--- config.mk ---
export PLATFORM = sky130hd
export DESIGN_NAME = two_color_attribute_encoder_core
export DESIGN_NICKNAME = d
export VERILOG_FILES = /design/src/hw/rtl/tcae_pkg.sv /design/src/hw/rtl/tcae_unpack.sv /design/src/hw/rtl/tcae_scan.sv /design/src/hw/rtl/tcae_mask.sv /design/src/hw/rtl/two_color_attribute_encoder_core.sv
export SDC_FILE = /design/constraint.sdc
export NUM_CORES = 1
export LEC_CHECK = 0
export BUFFER_PORTS_ARGS = -buffer_cell sky130_fd_sc_hd__buf_2
export CAP_MARGIN = 20
export CORE_ASPECT_RATIO = 0.7
export CORE_MARGIN = 2
export CORE_UTILIZATION = 55
export CTS_CLUSTER_DIAMETER = 200
export DETAILED_ROUTE_END_ITERATION = 6
export PLACE_DENSITY_LB_ADDON = 0.25
export SLEW_MARGIN = 20
export SYNTH_ARGS = -nofsm -noshare
export SYNTH_HDL_FRONTEND = slang
export SYNTH_SLANG_ARGS = --single-unit
--- constraint.sdc ---
create_clock -name clk -period 5.1 [get_ports clk]
set_clock_uncertainty 0.15 [all_clocks]
set_input_delay 1.02 -clock clk [delete_from_list [all_inputs] [get_ports clk]]
set_output_delay 1.02 -clock clk [all_outputs]
set_load 0.01 [all_outputs]
--- src/hw/rtl/tcae_pkg.sv ---
// Package for the two-color attribute encoder.
// Holds the pixel, pipeline payload and configuration types and the register indexes.
// Depends on nothing; every other file of the block uses it by scoped names.
`default_nettype none

package tcae_pkg;

	localparam int unsigned NumPixels = 8;
	localparam int unsigned PixelWidth = 8;
	localparam int unsigned CfgIndexWidth = 2;

	typedef logic [PixelWidth-1:0] pixel_t;
	typedef pixel_t [NumPixels-1:0] pixel_row_t;

	// Register indexes of the configuration port.
	localparam logic [CfgIndexWidth-1:0] REG_NIBBLE_MODE = 2'd0;
	localparam logic [CfgIndexWidth-1:0] REG_FILL_EMPTY_MASK = 2'd1;
	localparam logic [CfgIndexWidth-1:0] REG_FILL_PATTERN = 2'd2;

	localparam pixel_t FILL_PATTERN_RESET = 8'h33;

	typedef struct packed {
		logic nibble_mode;
		logic fill_empty_mask;
		pixel_t fill_pattern;
	} cfg_t;

	// One group on its way through the scan: the pixels and the two colors.
	typedef struct packed {
		pixel_row_t px;
		pixel_t fg;
		pixel_t bg;
	} group_t;

	// Colors after ordering, with the equal-colors flag.
	typedef struct packed {
		pixel_row_t px;
		pixel_t hi;
		pixel_t lo;
		logic equal;
	} ordered_t;

endpackage

`default_nettype wire

--- src/hw/rtl/tcae_unpack.sv ---
// First pipeline stage: unpacks raw bytes into eight pixels and holds the background register.
// Depends on tcae_pkg.
`default_nettype none

module tcae_unpack (
	input wire logic clk,
	input wire logic arst_n,
	input wire tcae_pkg::cfg_t cfg,
	input wire logic up_valid,
	output logic up_ready,
	input wire logic image_start,
	input wire tcae_pkg::pixel_row_t raw,
	output logic down_valid,
	input wire logic down_ready,
	output tcae_pkg::group_t down_data
);

	tcae_pkg::pixel_row_t px;
	tcae_pkg::pixel_t bg_q;
	logic valid_s1;
	tcae_pkg::group_t data_s1;
	logic accept;

	always_comb begin
		for (int k = 0; k < 4; k++) begin
			if (cfg.nibble_mode) begin
				px[2*k] = {4'h0, raw[k][7:4]};
				px[2*k+1] = {4'h0, raw[k][3:0]};
			end else begin
				px[2*k] = raw[2*k];
				px[2*k+1] = raw[2*k+1];
			end
		end
	end

	assign up_ready = !valid_s1 || down_ready;
	assign accept = up_valid && up_ready;

	// The background only changes at the first group of an image.
	always_ff @(posedge clk or negedge arst_n) begin
		if (!arst_n) begin
			bg_q <= '0;
		end else if (accept && image_start) begin
			bg_q <= px[0];
		end
	end

	always_ff @(posedge clk or negedge arst_n) begin
		if (!arst_n) begin
			valid_s1 <= 1'b0;
		end else if (up_ready) begin
			valid_s1 <= up_valid;
		end
	end

	always_ff @(posedge clk) begin
		if (accept) begin
			data_s1.px <= px;
			data_s1.fg <= px[0];
			data_s1.bg <= image_start ? px[0] : bg_q;
		end
	end

	assign down_valid = valid_s1;
	assign down_data = data_s1;

endmodule

`default_nettype wire

--- src/hw/rtl/tcae_scan.sv ---
// Scan stages: replaces the background by any pixel that matches neither color.
// Pixels one to four are scanned in the first stage, five to seven in the second. Uses tcae_pkg.
`default_nettype none

module tcae_scan (
	input wire logic clk,
	input wire logic arst_n,
	input wire logic up_valid,
	output logic up_ready,
	input wire tcae_pkg::group_t up_data,
	output logic down_valid,
	input wire logic down_ready,
	output tcae_pkg::group_t down_data
);

	logic valid_s2, valid_s3;
	logic ready_s2, ready_s3;
	tcae_pkg::group_t data_s2, data_s3;
	tcae_pkg::pixel_t bg_a, bg_b;

	// Pixel zero is the foreground itself and never changes the background.
	always_comb begin
		bg_a = up_data.bg;
		for (int i = 1; i <= 4; i++) begin
			if (up_data.px[i] != up_data.fg && up_data.px[i] != bg_a) begin
				bg_a = up_data.px[i];
			end
		end
	end

	always_comb begin
		bg_b = data_s2.bg;
		for (int i = 5; i < tcae_pkg::NumPixels; i++) begin
			if (data_s2.px[i] != data_s2.fg && data_s2.px[i] != bg_b) begin
				bg_b = data_s2.px[i];
			end
		end
	end

	assign ready_s3 = !valid_s3 || down_ready;
	assign ready_s2 = !valid_s2 || ready_s3;
	assign up_ready = ready_s2;

	always_ff @(posedge clk or negedge arst_n) begin
		if (!arst_n) begin
			valid_s2 <= 1'b0;
			valid_s3 <= 1'b0;
		end else begin
			if (ready_s2) begin
				valid_s2 <= up_valid;
			end
			if (ready_s3) begin
				valid_s3 <= valid_s2;
			end
		end
	end

	always_ff @(posedge clk) begin
		if (ready_s2 && up_valid) begin
			data_s2.px <= up_data.px;
			data_s2.fg <= up_data.fg;
			data_s2.bg <= bg_a;
		end
		if (ready_s3 && valid_s2) begin
			data_s3.px <= data_s2.px;
			data_s3.fg <= data_s2.fg;
			data_s3.bg <= bg_b;
		end
	end

	assign down_valid = valid_s3;
	assign down_data = data_s3;

endmodule

`default_nettype wire

--- src/hw/rtl/tcae_mask.sv ---
// Output stages: orders the two colors, then builds the color and mask bytes.
// The last stage is the output register. Uses tcae_pkg.
`default_nettype none

module tcae_mask (
	input wire logic clk,
	input wire logic arst_n,
	input wire tcae_pkg::cfg_t cfg,
	input wire logic up_valid,
	output logic up_ready,
	input wire tcae_pkg::group_t up_data,
	output logic down_valid,
	input wire logic down_ready,
	output tcae_pkg::pixel_t color_byte,
	output tcae_pkg::pixel_t mask_byte
);

	logic valid_s4, valid_s5;
	logic ready_s4, ready_s5;
	tcae_pkg::ordered_t data_s4;
	tcae_pkg::pixel_t color_s5, mask_s5;
	tcae_pkg::pixel_t mask_raw, mask_out;
	logic fg_larger;

	assign fg_larger = up_data.fg > up_data.bg;

	always_comb begin
		mask_raw = '0;
		for (int i = 0; i < tcae_pkg::NumPixels; i++) begin
			mask_raw[tcae_pkg::NumPixels-1-i] = (data_s4.px[i] == data_s4.hi);
		end
		if (data_s4.equal) begin
			mask_raw = '0;
		end
		mask_out = (mask_raw == '0 && cfg.fill_empty_mask) ? cfg.fill_pattern : mask_raw;
	end

	assign ready_s5 = !valid_s5 || down_ready;
	assign ready_s4 = !valid_s4 || ready_s5;
	assign up_ready = ready_s4;

	always_ff @(posedge clk or negedge arst_n) begin
		if (!arst_n) begin
			valid_s4 <= 1'b0;
			valid_s5 <= 1'b0;
		end else begin
			if (ready_s4) begin
				valid_s4 <= up_valid;
			end
			if (ready_s5) begin
				valid_s5 <= valid_s4;
			end
		end
	end

	always_ff @(posedge clk) begin
		if (ready_s4 && up_valid) begin
			data_s4.px <= up_data.px;
			data_s4.hi <= fg_larger ? up_data.fg : up_data.bg;
			data_s4.lo <= fg_larger ? up_data.bg : up_data.fg;
			data_s4.equal <= (up_data.fg == up_data.bg);
		end
		if (ready_s5 && valid_s4) begin
			color_s5 <= {data_s4.hi[3:0], 4'h0} | data_s4.lo;
			mask_s5 <= mask_out;
		end
	end

	assign down_valid = valid_s5;
	assign color_byte = color_s5;
	assign mask_byte = mask_s5;

endmodule

`default_nettype wire

--- src/hw/rtl/two_color_attribute_encoder_core.sv ---
// Two-color attribute encoder: one group of eight pixels in, one color and mask byte out.
// Throughput is one item per cycle when the result side does not stall.
// The five stages are unpack, two scan stages, color ordering, and mask build with output register.
// Reset is asynchronous and active low: it empties the pipeline, clears the background to zero
// and returns the configuration registers to 8-bit mode, no fill, fill pattern 0x33.
`default_nettype none

module two_color_attribute_encoder_core (
	input wire logic clk,
	input wire logic arst_n,
	// Configuration write channel.
	input wire logic cfg_valid,
	output logic cfg_ready,
	input wire logic [tcae_pkg::CfgIndexWidth-1:0] cfg_index,
	input wire logic [7:0] cfg_data,
	// Pixel group input channel.
	input wire logic item_valid,
	output logic item_ready,
	input wire logic image_start,
	input wire logic [7:0] byte_0,
	input wire logic [7:0] byte_1,
	input wire logic [7:0] byte_2,
	input wire logic [7:0] byte_3,
	input wire logic [7:0] byte_4,
	input wire logic [7:0] byte_5,
	input wire logic [7:0] byte_6,
	input wire logic [7:0] byte_7,
	// Result channel.
	output logic result_valid,
	input wire logic result_ready,
	output logic [7:0] color_byte,
	output logic [7:0] mask_byte
);

	tcae_pkg::cfg_t cfg_q;
	tcae_pkg::pixel_row_t raw;
	logic unp_valid, unp_ready;
	tcae_pkg::group_t unp_data;
	logic scan_valid, scan_ready;
	tcae_pkg::group_t scan_data;

	// Configuration writes are always taken. Indexes beyond the register list are ignored.
	assign cfg_ready = 1'b1;

	always_ff @(posedge clk or negedge arst_n) begin
		if (!arst_n) begin
			cfg_q.nibble_mode <= 1'b0;
			cfg_q.fill_empty_mask <= 1'b0;
			cfg_q.fill_pattern <= tcae_pkg::FILL_PATTERN_RESET;
		end else if (cfg_valid && cfg_ready) begin
			unique case (cfg_index)
				tcae_pkg::REG_NIBBLE_MODE: begin
					cfg_q.nibble_mode <= cfg_data[0];
				end
				tcae_pkg::REG_FILL_EMPTY_MASK: begin
					cfg_q.fill_empty_mask <= cfg_data[0];
				end
				tcae_pkg::REG_FILL_PATTERN: begin
					cfg_q.fill_pattern <= cfg_data;
				end
				default: begin
				end
			endcase
		end
	end

	assign raw = {byte_7, byte_6, byte_5, byte_4, byte_3, byte_2, byte_1, byte_0};

	// Stage one: pixel unpacking and the background register. Every stage stalls
	// independently, so a bubble is squeezed out as soon as the next stage is free.
	tcae_unpack u_unpack (
		.clk (clk),
		.arst_n (arst_n),
		.cfg (cfg_q),
		.up_valid (item_valid),
		.up_ready (item_ready),
		.image_start (image_start),
		.raw (raw),
		.down_valid (unp_valid),
		.down_ready (unp_ready),
		.down_data (unp_data)
	);

	// Stages two and three: the background replacement scan, split between them.
	tcae_scan u_scan (
		.clk (clk),
		.arst_n (arst_n),
		.up_valid (unp_valid),
		.up_ready (unp_ready),
		.up_data (unp_data),
		.down_valid (scan_valid),
		.down_ready (scan_ready),
		.down_data (scan_data)
	);

	// Stages four and five: color ordering, mask build and the output register.
	tcae_mask u_mask (
		.clk (clk),
		.arst_n (arst_n),
		.cfg (cfg_q),
		.up_valid (scan_valid),
		.up_ready (scan_ready),
		.up_data (scan_data),
		.down_valid (result_valid),
		.down_ready (result_ready),
		.color_byte (color_byte),
		.mask_byte (mask_byte)
	);

endmodule

`default_nettype wire

==> summary.md <==
| Metric | Value |
|---|---|
| Status | finished, final reports clean |
| DRC Markers | 0 |
| Starting Density | a little under three fifths |
| Syn Inst Count | between 1000 and 1500 |
| Site Rows | 50 |
| First-pass GRT wire length | about 52000 µm |
| 1st-iter DRT viols | 781 |
| Largest net degree at the start of global routing | 82 |
| Ant diodes | 0 |
| Worst EP required | ~5.3 ns |
| WP data arrival | 4.47 ns |
| Post-synth EDFFs | 313 |
| Top cells by area, synth | edfxtp_1, xnor2_1, mux2_2 |
| Yosys top cell area share | 61.8% |
| Hold-critical path depth | 0 |
| Pint | about 5.4 mW |
| Routed via count | 8719 |
| Static leakage | between 6 and 7 nW |
| Power per cell area | about 440 nW/µm² |
| Initial antenna violation count | 0 |
| FF-to-FF Start | u_unpack.down_data[28]$_SDFFCE_PP0P_ |
| Post-DP HPWL | around 24000 µm |
| CTS sink count | roughly 340 |
| # Post-CTS Setup Buffers | 0 |
| Combinational power share | 15.5% |
| Overall Global Routing Usage | between 20% and 30% |
| Slew @ Worst Pin | 1.07 ns |
| Max Cap Violations | 0 |
| Worst Slack Setup Final | between 0.7 and 0.8 ns |
| Vias in the first global route | 8411 |
| Crit path launch type | flop |
| Pre-CTS setup slack | roughly 0.95 ns |
| Layout net count | roughly 1200 |
| Cell Area, Synth | ~15000 µm² |
| Quantity of hold-fixing buffers added after cts | 0 |
| TritonCTS Buffers | 31 |
| Clk slew on worst S/H paths | ~0.060 ns |
| Final Hold Viols | 0 |
| IO Pins | 99 |
| P_sw | a little over 2 mW |
| H-tree lvl count | 1 |
| Mean Syn Cell Area | ~15 µm² |
| Setup TNS | 0 ns |
| Detail Route Antenna Nets | 0 |
| CP max stage delay | ~0.58 ns |
| Die W | 203 µm |
| CTS tree | yes |
| Maximum VDD drop | between 200 and 250 µV |
| Ys Warns | 0 |
| Die Ht | between 100 and 150 µm |
| Slew Viols, Final | 0 |
| Netlist cell types | 64 |
| Worst setup path class | flop to flop |
| Cells on worst reg2reg path | 10 |
| Initial DRT Pass Iterations | 5 |
| Port bufs | a little under 100 |
| Placer Congestion | 0.938 |
| Clock buffer depth | 3 |
| Post-Route WL | 34400 µm |
| Via density | around 5.7 |
| Hold Path Class | flop to flop |
| Post-Syn Nets | approximately 1100 |
| Crit. End Element | flop |
| Clk pwr share | between 20% and 30% |
| Unrepaired setup endpoints after global routing | false |
| Crit share post-route | around 84% |
| Root Buffer Master | clkbuf_16 |
| Slowest-stage cell, CP | edfxtp_1 |
| Clk Latency, worst-skew pair | ~0.59 ns |
| Hold Path Origin | u_scan.down_data[64]$_DFFE_PP_ |
| Core Region | ~27000 µm² |
| FFs w/ async S/R, synth | between 6 and 7% |
| Syn-to-layout area delta | 11.8% |
| Area leader, netlist | edfxtp_1 |
| Drt wl/cell | approximately 23 µm |
| CP Max Fanout | 18 |
| Slew headroom | 28.8% |
| Setup-failing EPs final | 0 |
| Switch share | 27.5% |
| Main flop type after synthesis | edfxtp_1 |
| Flop pwr share | between 50% and 60% |
| Layout cells sized above 1 | around 22% |
| Critical path startpoint | u_unpack.down_data[28]$_SDFFCE_PP0P_ |
| Minimum clock period | approximately 4.3 ns |
| Die ar. | just under 30000 µm² |
| CTS resizes | 0 |
| Sequential share of the synthesized area | approximately two thirds |
| Fmax | about 230 MHz |
| CP cell instances | xnor2_1 -> nand4_1 -> o22ai_4 -> mux2_2 -> nand2_1 -> a21oi_1 -> a41o_1 -> o41ai_4 -> o21ai_4 -> mux2_4 |
| Synth Register Bits | about 340 |
| Grt ovf | 0 |
==> layout by cell type, fill, tap and decap left out, types with 7 or more instances in the layout <==
cell,Yosys,layout
a211oi_1,7,7
a21oi_1,21,21
a22o_1,7,7
buf_2,12,97
buf_4,2,10
clkbuf_16,0,31
clkinv_2,0,9
dfrtp_1,19,18
edfxtp_1,313,313
ha_1,8,8
inv_1,43,43
mux2_2,73,73
mux2i_1,26,26
nand2_1,37,37
nand2b_1,7,7
nand3_1,8,8
nand4_1,33,33
nor2_1,22,22
nor2b_1,49,49
nor3_1,15,15
nor4_1,15,15
o21ai_0,16,16
o22ai_1,11,11
xnor2_1,130,130
xor2_1,44,44
==> routing by layer <==
layer | vias to the layer above | global-route usage, % | share of wire, %
met5 | - | 0 | 0
met4 | 0 | 5.49 | 1.9
met3 | 53 | 4.86 | 8.9
met2 | 377 | 34.0 | 41
met1 | 4253 | 38.5 | 48
li1 | 4036 | - | -
==> critical path, delay by kind of cell (launching register included) <==
kind / cells / cell delay [ns]
xor+xnor: 1 / 0.28
simple gates: 2 / 0.63
compound gates: 5 / 1.60
flops: 1 / 0.58
mux: 2 / 0.77
==> cell usage after synthesis (all sizes together), types with 4 or more instances <==
cell type,n
nor2,22
and2,5
dfstp,4
xor2,44
dfrtp,19
a22o,7
o211ai,4
a21oi,21
nor2b,49
a2111oi,4
nand4,33
inv,43
xnor2,130
or2,6
ha,8
o31ai,5
nand2b,7
mux2,78
nand3,8
mux2i,27
edfxtp,313
buf,19
o22ai,13
o2bb2ai,6
nand2,37
o21ai,18
clkbuf,30
a211oi,8
nor4,15
nor3,15
==> per-stage QoR <==
stage	hold slack (ns)	total power [mW]	instance area [µm²]	utilization [%]	cells
after CTS	0.259	7.45	17000	63.1	1517
after global placement	0.251	5.21	16000	59.5	1461
final	0.264	7.41	17000	63.1	1517
after detailed placement	0.255	5.24	16000	59.5	1461
after floorplan	0.250	4.80	15200	-	1038
after global routing	0.270	7.72	17000	63.1	1517
==> state kept, by name, summed over array words and instances (netlist names), 8 cells and up <==
name	cells
cfg_q	10
u_mask.color_byte	8
u_mask.data_s4	81
u_mask.mask_byte	8
u_scan.data_s2	72
u_scan.down_data	72
u_unpack.bg_q	8
u_unpack.down_data	72
==> kinds of logic (layout without fill, tap and decap cells) <==
family	Yosys count	count (layout)	share of synthesized area, %
AOI/OAI and AO/OA	117	117	6.06
xor gates and xnor gates	174	174	10.0
adders and majority gates	8	8	0.658
buffers and inverters	92	207	2.47
DFF	336	336	65.6
muxes	105	105	7.76
other	1	1	0.0247
and+or+nand+nor	205	205	7.37
==> area by class of cell <==
cell class | instances | area, µm²
clock buffer | 37 | 798
clock inverter | 19 | 173
fill | 2047 | 9960
inverter | 43 | 161
multi-input combinational | 610 | 4850
sequential | 336 | 9980
tap | 364 | 455
timing repair buffer | 108 | 581
==> final timing paths <==
path,to,slack (ns)
worst min register to register,u_mask.data_s4[65]$_DFFE_PP_,0.26
max in group asynchronous,cfg_q[9]$_DFFE_PN0P_,3.92
worst min-delay path,u_mask.data_s4[65]$_DFFE_PP_,0.26
worst max register to register,u_scan.data_s2[0]$_DFFE_PP_,0.80
min in group asynchronous,cfg_q[6]$_DFFE_PN0P_,0.36
worst max-delay path,u_scan.data_s2[0]$_DFFE_PP_,0.80
==> power groups by stage <==
| stage | combinational [mW] | sequential, mW | clock, mW |
|---|---|---|---|
| global route | 1.27 | 4.08 | 2.37 |
| global placement | 1.13 | 4.08 | 0 |
| finish | 1.15 | 4.04 | 2.22 |
| floorplan | 0.966 | 3.83 | 0 |
| detailed placement | 1.15 | 4.09 | 0 |
| CTS | 1.16 | 4.03 | 2.26 |
No activity file was read; power rests on OpenSTA's default activity.
